### config.mk
export PLATFORM = sky130hd
export DESIGN_NAME = per_slot_min_max_mean_statistics
export DESIGN_NICKNAME = d
export VERILOG_FILES = /design/src/rtl/psstat_pkg.sv /design/src/rtl/psstat_div.sv /design/src/rtl/per_slot_min_max_mean_statistics.sv
export SDC_FILE = /design/constraint.sdc
export NUM_CORES = 2
export LEC_CHECK = 0
export BUFFER_PORTS_ARGS = -buffer_cell sky130_fd_sc_hd__buf_2
export CAP_MARGIN = 25
export CORE_MARGIN = 3
export CORE_UTILIZATION = 50
export CTS_CLUSTER_SIZE = 14
export DETAILED_ROUTE_END_ITERATION = 6
export GPL_ROUTABILITY_DRIVEN = 0
export PLACE_DENSITY_LB_ADDON = 0.2
export SYNTH_ARGS = -nofsm -noshare
export SYNTH_HDL_FRONTEND = slang
export SYNTH_HIERARCHICAL = 1
export SYNTH_SLANG_ARGS = --single-unit
export TNS_END_PERCENT = 1
### constraint.sdc
create_clock -name clk_i -period 21.1 [get_ports clk_i]
set_clock_uncertainty 0.05 [all_clocks]
set_input_delay 1.055 -clock clk_i [delete_from_list [all_inputs] [get_ports clk_i]]
set_output_delay 1.055 -clock clk_i [all_outputs]
set_load 0.03 [all_outputs]
### src/rtl/psstat_pkg.sv
// Shared constants for the per-slot statistics block.
package psstat_pkg;

  localparam int Slots      = 8;
  localparam int ActionW    = 2;
  localparam int TaskIdW    = 3;
  localparam int TicksW     = 32;
  localparam int SumW       = 64;
  localparam int DividendW  = 64;
  localparam int DivisorW   = 32;
  localparam int ScaleW     = 27;
  localparam int ProdW      = TicksW + ScaleW;

  // hundredths of a microsecond per second
  localparam logic [ScaleW-1:0] Us100PerSec = ScaleW'(100000000);

  localparam logic [ActionW-1:0] ActRecord = 2'd0;
  localparam logic [ActionW-1:0] ActRead   = 2'd1;
  localparam logic [ActionW-1:0] ActClear  = 2'd2;

endpackage

### src/rtl/psstat_div.sv
// Radix-2 restoring divider, one quotient bit per cycle.
module psstat_div (
  input  logic                                clk_i,
  input  logic                                rst_ni,
  input  logic                                start_i,
  input  logic [psstat_pkg::DividendW-1:0]    dividend_i,
  input  logic [psstat_pkg::DivisorW-1:0]     divisor_i,
  output logic                                done_o,
  output logic [psstat_pkg::TicksW-1:0]       quotient_o
);

  localparam int StepW = $clog2(psstat_pkg::DividendW);

  logic [psstat_pkg::DividendW-1:0] dvd_q;
  logic [psstat_pkg::DivisorW-1:0]  dvs_q;
  logic [psstat_pkg::DivisorW-1:0]  rem_q;
  logic [StepW-1:0]                 step_q;
  logic                             busy_q;
  logic                             done_q;
  logic [psstat_pkg::DivisorW:0]    trial;
  logic                             fits;

  assign trial = {rem_q, dvd_q[psstat_pkg::DividendW-1]};
  assign fits  = trial >= {1'b0, dvs_q};

  always_ff @(posedge clk_i or negedge rst_ni) begin
    if (!rst_ni) begin
      busy_q <= 1'b0;
      done_q <= 1'b0;
      step_q <= '0;
      dvd_q  <= '0;
      dvs_q  <= '0;
      rem_q  <= '0;
    end else begin
      done_q <= busy_q && !start_i && (step_q == '0);
      if (start_i) begin
        dvd_q  <= dividend_i;
        dvs_q  <= divisor_i;
        rem_q  <= '0;
        step_q <= StepW'(psstat_pkg::DividendW - 1);
        busy_q <= 1'b1;
      end else if (busy_q) begin
        // shift quotient bits in from the bottom as dividend bits leave the top
        dvd_q <= {dvd_q[psstat_pkg::DividendW-2:0], fits};
        rem_q <= fits ? psstat_pkg::DivisorW'(trial - {1'b0, dvs_q})
                      : trial[psstat_pkg::DivisorW-1:0];
        if (step_q == '0) begin
          busy_q <= 1'b0;
        end else begin
          step_q <= step_q - StepW'(1);
        end
      end
    end
  end

  assign done_o     = done_q;
  assign quotient_o = dvd_q[psstat_pkg::TicksW-1:0];

endmodule

### src/rtl/per_slot_min_max_mean_statistics.sv
// Per-slot min/max/mean statistics table with converted read-out.
//
//  channel  | dir | handshake                    | payload
//  ---------+-----+------------------------------+------------------------------------
//  cfg      | in  | cfg_valid_i / cfg_ready_o    | cfg_data_i: tick rate in hertz
//  s_axis   | in  | s_axis_tvalid / s_axis_tready| tuser: action; tdata: task_id, cycles
//  m_axis   | out | m_axis_tvalid / m_axis_tready| tdata: count, min, mean, max
//
// Record and clear update the table on acceptance; unused actions do nothing.
// A read runs one shared 64-bit divider, one bit per cycle: the mean first, then
// max, min and mean conversions; an empty slot converts only max, a zero tick
// rate none. Reset empties every slot at once and zeroes the tick rate.
// The result sits in an output register; a new request is taken while it waits.
module per_slot_min_max_mean_statistics #(
  parameter int SLOTS = psstat_pkg::Slots
) (
  input  logic                           clk_i,
  input  logic                           rst_ni,
  input  logic                           cfg_valid_i,
  output logic                           cfg_ready_o,
  input  logic [psstat_pkg::TicksW-1:0]  cfg_data_i,
  input  logic                           s_axis_tvalid,
  output logic                           s_axis_tready,
  input  logic [39:0]                    s_axis_tdata,  // task_id[2:0], cycles[34:3]
  input  logic [1:0]                     s_axis_tuser,  // action[1:0]
  output logic                           m_axis_tvalid,
  input  logic                           m_axis_tready,
  output logic [127:0]                   m_axis_tdata   // count, min, mean, max
);

  localparam int TW    = psstat_pkg::TicksW;
  localparam int Reach = 1 << psstat_pkg::TaskIdW;
  localparam int Depth = (SLOTS < Reach) ? SLOTS : Reach;
  localparam int IdxW  = (Depth > 1) ? $clog2(Depth) : 1;

  localparam logic [2:0] SIdle = 3'd0;
  localparam logic [2:0] SMul  = 3'd1;
  localparam logic [2:0] SLoad = 3'd2;
  localparam logic [2:0] SDiv  = 3'd3;
  localparam logic [2:0] SFin  = 3'd4;

  localparam logic [1:0] JobMean = 2'd0;
  localparam logic [1:0] JobMax  = 2'd1;
  localparam logic [1:0] JobMin  = 2'd2;
  localparam logic [1:0] JobAvg  = 2'd3;

  logic [TW-1:0]              rate_q;
  logic [TW-1:0]              count_q [Depth];
  logic [TW-1:0]              min_q   [Depth];
  logic [TW-1:0]              max_q   [Depth];
  logic [psstat_pkg::SumW-1:0] sum_q  [Depth];

  logic [2:0]    state_q;
  logic [1:0]    job_q;
  logic [TW-1:0] cnt_w_q, min_w_q, max_w_q, mean_w_q;
  logic [TW-1:0] res_cnt_q, res_min_q, res_avg_q, res_max_q;
  logic [psstat_pkg::ProdW-1:0] prod_q;
  logic          m_valid_q;
  logic [127:0]  m_data_q;

  logic [psstat_pkg::ActionW-1:0] in_action;
  logic [psstat_pkg::TaskIdW-1:0] in_tid;
  logic [TW-1:0]                  in_cycles;
  logic                           accept;
  logic                           slot_hit;
  logic [IdxW-1:0]                idx;
  logic                           rd_go;
  logic                           div_start;
  logic [psstat_pkg::DividendW-1:0] div_dividend;
  logic [psstat_pkg::DivisorW-1:0]  div_divisor;
  logic                           div_done;
  logic [TW-1:0]                  div_quot;
  logic [TW-1:0]                  ticks_sel;

  assign in_action = s_axis_tuser[psstat_pkg::ActionW-1:0];
  assign in_tid    = s_axis_tdata[psstat_pkg::TaskIdW-1:0];
  assign in_cycles = s_axis_tdata[psstat_pkg::TaskIdW +: TW];

  assign s_axis_tready = (state_q == SIdle);
  assign accept        = s_axis_tvalid && s_axis_tready;
  assign slot_hit      = 32'(in_tid) < 32'(Depth);
  assign idx           = IdxW'(in_tid);
  assign rd_go         = accept && (in_action == psstat_pkg::ActRead);

  assign cfg_ready_o = 1'b1;

  always_ff @(posedge clk_i or negedge rst_ni) begin
    if (!rst_ni) begin
      rate_q <= '0;
    end else if (cfg_valid_i) begin
      rate_q <= cfg_data_i;
    end
  end

  // slot table
  always_ff @(posedge clk_i or negedge rst_ni) begin
    if (!rst_ni) begin
      for (int i = 0; i < Depth; i++) begin
        count_q[i] <= '0;
        min_q[i]   <= '1;
        max_q[i]   <= '0;
        sum_q[i]   <= '0;
      end
    end else if (accept && in_action == psstat_pkg::ActClear) begin
      for (int i = 0; i < Depth; i++) begin
        count_q[i] <= '0;
        min_q[i]   <= '1;
        max_q[i]   <= '0;
        sum_q[i]   <= '0;
      end
    end else if (accept && in_action == psstat_pkg::ActRecord && slot_hit) begin
      count_q[idx] <= count_q[idx] + TW'(1);
      sum_q[idx]   <= sum_q[idx] + psstat_pkg::SumW'(in_cycles);
      if (in_cycles > max_q[idx]) begin
        max_q[idx] <= in_cycles;
      end
      if (in_cycles < min_q[idx]) begin
        min_q[idx] <= in_cycles;
      end
    end
  end

  always_comb begin
    case (job_q)
      JobMax:  ticks_sel = max_w_q;
      JobMin:  ticks_sel = min_w_q;
      default: ticks_sel = mean_w_q;
    endcase
  end

  // mean division starts straight from the table; conversions from the product
  assign div_start = (rd_go && slot_hit && count_q[idx] != '0) || (state_q == SLoad);

  always_comb begin
    if (state_q == SIdle) begin
      div_dividend = sum_q[idx];
      div_divisor  = count_q[idx];
    end else begin
      div_dividend = psstat_pkg::DividendW'(prod_q)
                   + psstat_pkg::DividendW'(rate_q[TW-1:1]);
      div_divisor  = rate_q;
    end
  end

  psstat_div u_div (
    .clk_i      (clk_i),
    .rst_ni     (rst_ni),
    .start_i    (div_start),
    .dividend_i (div_dividend),
    .divisor_i  (div_divisor),
    .done_o     (div_done),
    .quotient_o (div_quot)
  );

  // read sequencer
  always_ff @(posedge clk_i or negedge rst_ni) begin
    if (!rst_ni) begin
      state_q   <= SIdle;
      job_q     <= JobMean;
      cnt_w_q   <= '0;
      min_w_q   <= '0;
      max_w_q   <= '0;
      mean_w_q  <= '0;
      res_cnt_q <= '0;
      res_min_q <= '0;
      res_avg_q <= '0;
      res_max_q <= '0;
      prod_q    <= '0;
      m_valid_q <= 1'b0;
      m_data_q  <= '0;
    end else begin
      if (m_valid_q && m_axis_tready && state_q != SFin) begin
        m_valid_q <= 1'b0;
      end
      case (state_q)
        SIdle: begin
          if (rd_go) begin
            res_min_q <= '0;
            res_avg_q <= '0;
            res_max_q <= '0;
            if (slot_hit) begin
              cnt_w_q   <= count_q[idx];
              min_w_q   <= min_q[idx];
              max_w_q   <= max_q[idx];
              res_cnt_q <= count_q[idx];
              if (count_q[idx] != '0) begin
                job_q   <= JobMean;
                state_q <= SDiv;
              end else if (rate_q != '0) begin
                job_q   <= JobMax;
                state_q <= SMul;
              end else begin
                state_q <= SFin;
              end
            end else begin
              res_cnt_q <= '0;
              state_q   <= SFin;
            end
          end
        end
        SMul: begin
          prod_q  <= psstat_pkg::ProdW'(ticks_sel) * psstat_pkg::ProdW'(psstat_pkg::Us100PerSec);
          state_q <= SLoad;
        end
        SLoad: begin
          state_q <= SDiv;
        end
        SDiv: begin
          if (div_done) begin
            case (job_q)
              JobMean: begin
                mean_w_q <= div_quot;
                if (rate_q != '0) begin
                  job_q   <= JobMax;
                  state_q <= SMul;
                end else begin
                  state_q <= SFin;
                end
              end
              JobMax: begin
                res_max_q <= div_quot;
                if (cnt_w_q != '0) begin
                  job_q   <= JobMin;
                  state_q <= SMul;
                end else begin
                  state_q <= SFin;
                end
              end
              JobMin: begin
                res_min_q <= div_quot;
                job_q     <= JobAvg;
                state_q   <= SMul;
              end
              default: begin
                res_avg_q <= div_quot;
                state_q   <= SFin;
              end
            endcase
          end
        end
        SFin: begin
          // hold until the output register is free
          if (!m_valid_q || m_axis_tready) begin
            m_valid_q <= 1'b1;
            m_data_q  <= {res_max_q, res_avg_q, res_min_q, res_cnt_q};
            state_q   <= SIdle;
          end
        end
        default: begin
          state_q <= SIdle;
        end
      endcase
    end
  end

  assign m_axis_tvalid = m_valid_q;
  assign m_axis_tdata  = m_data_q;

endmodule

* Word level (Yosys, flattened, before mapping) *
Index checks and enable logic that the tools add are counted.
Widths: inputs -> output; s select.

operators by class
  bitwise gates (word level) = 1
  magnitude comparators = 5
  equality and inequality tests = 18
  reduce and logical (&&, ||, !) cells = 38
  multiplexer cells = 72
  add/subtract/negate cells = 5
  multiply operators = 1

operators with widths
  cell                    number
  $mux 256                8
  $mux 512                2
  $bwmux 256              3
  $mux 32                 18
  $bwmux 512              1
  $mux 64                 6
  $bmux 32 s3             3
  $pmux 32 s2             4
  $bmux 64 s3             1
  $demux 64 s3            1
  $demux 32 s3            1
  $reduce_bool 32->1      3
  $add 64x32->64          1
  $add 59x31->60          1
  $mul 32x19->51 const B  1
  $ge 33x32->1            1
  $add 32x1->32 const B   1
  $gt 32x32->1            1
  $lt 32x32->1            1
  $sub 32x32->32          1
  $mux 3                  6
  $mux 6                  3
  $pmux 3 s5              1
  $reduce_and 4->1        3
  other kinds (29)        68

word-level totals
  flip-flop bits (word level) = 1857
  output and inout port bits = 131
  word-level logic and storage cells = 191
  bits of input ports = 79

* Longest topological paths before layout *
  word-level depth = 10
  mapped depth = 31
  mapped depth without buffers = 28

* Modules after synthesis *
The synthesis kept the hierarchy.

modules (own cells, without submodules)
  module                            instances  sequential area each (um^2)  area an instance (um^2)  cells each
  per_slot_min_max_mean_statistics  1          43386.6                      89678.5                  7755
  psstat_div                        1          3403.3                       8039.0                   882

* Worst setup path after synthesis *
OpenSTA, ideal clock, no wires.

  path kind = register to register
  from = register job_q[0]
  to = register prod_q[57] (netlist name)
  clock period less this slack = 7.860 ns
  data required time = 20.914 ns
  cell stages (with the launch flop) = 29
  arrival = 7.673 ns
  setup slack = 13.240 ns
  path through = dfrtp_1 > inv_1 > ha_1 > clkbuf_1 > buf_1 > buf_1 > buf_1 > nor2_1 > a21oi_1 > ha_1 > fa_1 > fa_1 > fa_1 > fa_1 > inv_1 > fa_1 > inv_1 > ha_1 > clkbuf_1 > a21o_1 > a21o_1 > a211o_1 > a21boi_0 > a31oi_1 > o21ai_0 > a221o_1 > a21oi_1 > xor2_1 > o21ai_0

between the ends
  cells in the longest elaborated chain, start to end = 3

RTL lines
  element                                          RTL line                                 text
  start: declaration                               per_slot_min_max_mean_statistics.sv:54   logic [1:0] job_q;
  start signal: assignment                         per_slot_min_max_mean_statistics.sv:159  job_q <= JobMean;
  start signal: assignment                         per_slot_min_max_mean_statistics.sv:187  job_q <= JobMean;
  start signal: assignment                         per_slot_min_max_mean_statistics.sv:190  job_q <= JobMax;
  $eq 2x2->1 / $eq 2x1->1 (equally long branches)  per_slot_min_max_mean_statistics.sv:124  case (job_q)
  $pmux 32 s2 *                                    per_slot_min_max_mean_statistics.sv:124
  $mul 32x19->51 *                                 per_slot_min_max_mean_statistics.sv:202  prod_q <= psstat_pkg::ProdW'(ticks_sel) * psstat_pkg::ProdW'(psstat_pkg::Us100PerSec);
  end signal: assignment                           per_slot_min_max_mean_statistics.sv:202
  end: declaration                                 per_slot_min_max_mean_statistics.sv:57   logic [psstat_pkg::ProdW-1:0] prod_q;

Every way passes the cells marked *; elsewhere a longest branch is shown, timed or not.
A chain may end at the register's enable or synchronous reset.

* Worst setup path after layout *
  from = register job_q[1]
  to = register prod_q[51] (netlist name)

The elaborated chain is that of the path after synthesis.

==> impl_metrics.ini <==
[setup_path]
path_delay_family = adder cells
crit_path_end_kind = flop
cp-start-kind = flop
r2r-end = prod_q[51]
required_ps = 21740
reg2reg_slack_ps = 12110
cp.arrival_ps = 9630
crit_buf_inv = 6
reg2regPathDepth = 26
slowest_delay_ps = 700
r2r-start = job_q[1]
critPathKind = reg2reg
critPathMaxFanout = 52
slowest_stage = ha_2

[outcome]
status = complete, but fails checks
violations = DRC

[detailed_routing]
postRouteAntennaNets = 0
drc = 1
first_pass_iters = 7
via_per_inst = 6.519
vias = 73668
wl_per_cell_um = 28.46
wirelength_um = 321600
initialDrtViolationCount = 8100

[logic_synthesis]
synth_nets = 9354
synthTopCellsByArea = dfrtp_1 (41%), a22o_1 (8.5%), dfstp_2 (6.9%), mux2_2 (5.7%), fa_1 (5.2%)
synth_cell_types = 103
ys_top_cells_by_count = dfrtp_1 (1601), a22o_1 (947), nand2_1 (726)
syn_avg_cell_area_sq_um = 11.31
yosys_register_bits = 1857
synth.top_cell.area_share = 0.4100
postSynthCellCount = 8637
synthArstFlopShare = 1.000
syn_area_sq_um = 97720
yosysTopAreaCell = dfrtp_1
synth_top_flop_cell = dfrtp_1
ys.warnings.count = 6
synth.most_common_cell = dfrtp_1
synth_edf_count = 0
ys_seq_area_frac = 0.4788

[power_and_ir_drop]
power_leakage_nw = 51.99
power_density_nw_per_um2 = 75.47
finalPower_mw = 8.164
ir_drop_v = 0.00009038

[clock_network]
cts_tree = built
post_cts.repair.setup_buffers = 0
cts_max_level = 4
cts_resized = 0
cts_buffers = 191
clkTransAtPathRegs_ps = 60
postCtsHoldBufs = 0
clock-root-buffer = clkbuf_16
clock-sinks = 1857
cts_max_path_buffers = 3
worstSkewPairLatency_ps = 870

[sta]
fin_crit_ps = 8991
max_freq_mhz = 111.2
final_max_slew_viol_count = 0
slew_headroom = 0.2123
final-setup-viol-count = 0
rsz0062_at_grt = no
finalCritPeriodShare = 0.4261
hold_viol = 0
setup_tns_ps = 0
worst_pin_slew_ps = 1182

[run]
cap_violations = 0

[floorplanning]
initial_utilization = 0.5053
core_area_sq_um = 193400
die_w_um = 448.1
io_pins = 210
rows = 161
die_y_um = 448.1
dieArea_sq_um = 200800

[layout]
fillers = 16204
nets = 9314
syn_to_final_growth_pct = 10.69
drive_gt1_frac = 0.1878

[worst_hold_path]
min_path_type = in2async

[global_route]
grt_remaining_overflow = 0
grt_use_total = 0.3179
grt_max_degree = 168
grt_pass1_vias = 73493
antenna_found_initial = 23
grt_first_pass_wirelength_um = 480000

[placement]
hpwl_um = 208400
portBuffers = 203
[logic make-up after synthesis]
family                   count (synthesis)  share of synthesized area
AO/OA/AOI/OAI                         2602                     0.1924
flip-flops                            1857                     0.4788
AND/OR/NAND/NOR                       1480                    0.07090
buffers and inverters                 1071                    0.04489
multiplexers                           744                    0.08969
adder cells (fa/ha/maj)                638                     0.1012
XOR/XNOR                               244                    0.02202
other                                    1                 0.00003838
[cell usage in the layout (no fill, tap or decap), types with 104 or more instances in the layout]
cell type	instances
a21o_1	119
a21oi_1	264
a22o_1	947
a22oi_1	268
buf_2	199
buf_4	188
clkbuf_16	195
dfrtp_1	1600
dfstp_2	256
fa_1	254
ha_1	383
inv_1	421
mux2_2	498
mux2i_1	191
nand2_1	725
nor2_1	256
o21ai_0	604
xnor2_1	138
xor2_1	104
[routing by layer]
layer / wire (um) / GRT usage / share of wire / vias up
li1: - / - / - / 31343
met1: 131100 / 0.4369 / 0.41 / 37723
met2: 142000 / 0.4779 / 0.44 / 3856
met3: 33810 / 0.08503 / 0.11 / 742
met4: 14630 / 0.1314 / 0.045 / 4
met5: 23 / 0 / 0.000072 / -
[sequential cells by signal, summed over array words and instances, names as in the netlist, 51 cells and up]
name / flops
sum_q: 512
count_q: 256
max_q: 256
min_q: 256
m_axis_tdata: 128
u_div/dvd_q: 64
prod_q: 51
[stage by stage]
| step | cell area (sq um) | hold slack, ps | util | std cells | worst slack [ps] |
|---|---|---|---|---|---|
| after floorplan | 97720 | 391.9 | - | 8637 | 13240 |
| after global placement | 101100 | 404.0 | 0.5229 | 10907 | 12190 |
| after detailed placement | 101200 | 414.2 | 0.5236 | 10913 | 12120 |
| after CTS | 107700 | 199.6 | 0.5571 | 11266 | 12070 |
| after global routing | 108100 | 240.4 | 0.5591 | 11285 | 11670 |
| final | 108200 | 134.0 | 0.5593 | 11300 | 12110 |
[power breakdown]
part / switching (mW) / leakage [nW] / internal [mW]
registers: 0.121 / 24.6 / 3.64
logic: 0.556 / 24.2 / 0.327
clock network: 1.48 / 3.20 / 2.03
[cell type report]
type,count,area [sq um],area share
timing repair buffer,414,3018,0.02790
antenna,17,42.54,0.0003933
tap,2526,3161,0.02922
inverter,424,1592,0.01471
sequential,1857,46790,0.4326
clock buffer,284,5634,0.05209
multi-input combinational,5709,47060,0.4351
clock inverter,69,863.3,0.007981
[worst max path at each step]
| stage | startpoint | end | slack, ps | cells after the start |
|---|---|---|---|---|
| 4_1_cts | job_q[1] | prod_q[51] | 12070 | 24 |
| 5_1_grt | job_q[1] | prod_q[51] | 11670 | 26 |
| 3_5_place_dp | job_q[1] | prod_q[51] | 12120 | 27 |
| 6_report | job_q[1] | prod_q[51] | 12110 | 26 |
| 2_1_floorplan | job_q[0] | prod_q[57] | 13240 | 28 |
| 3_3_place_gp | job_q[1] | prod_q[51] | 12190 | 24 |
Power figures use the tool's default switching activity.
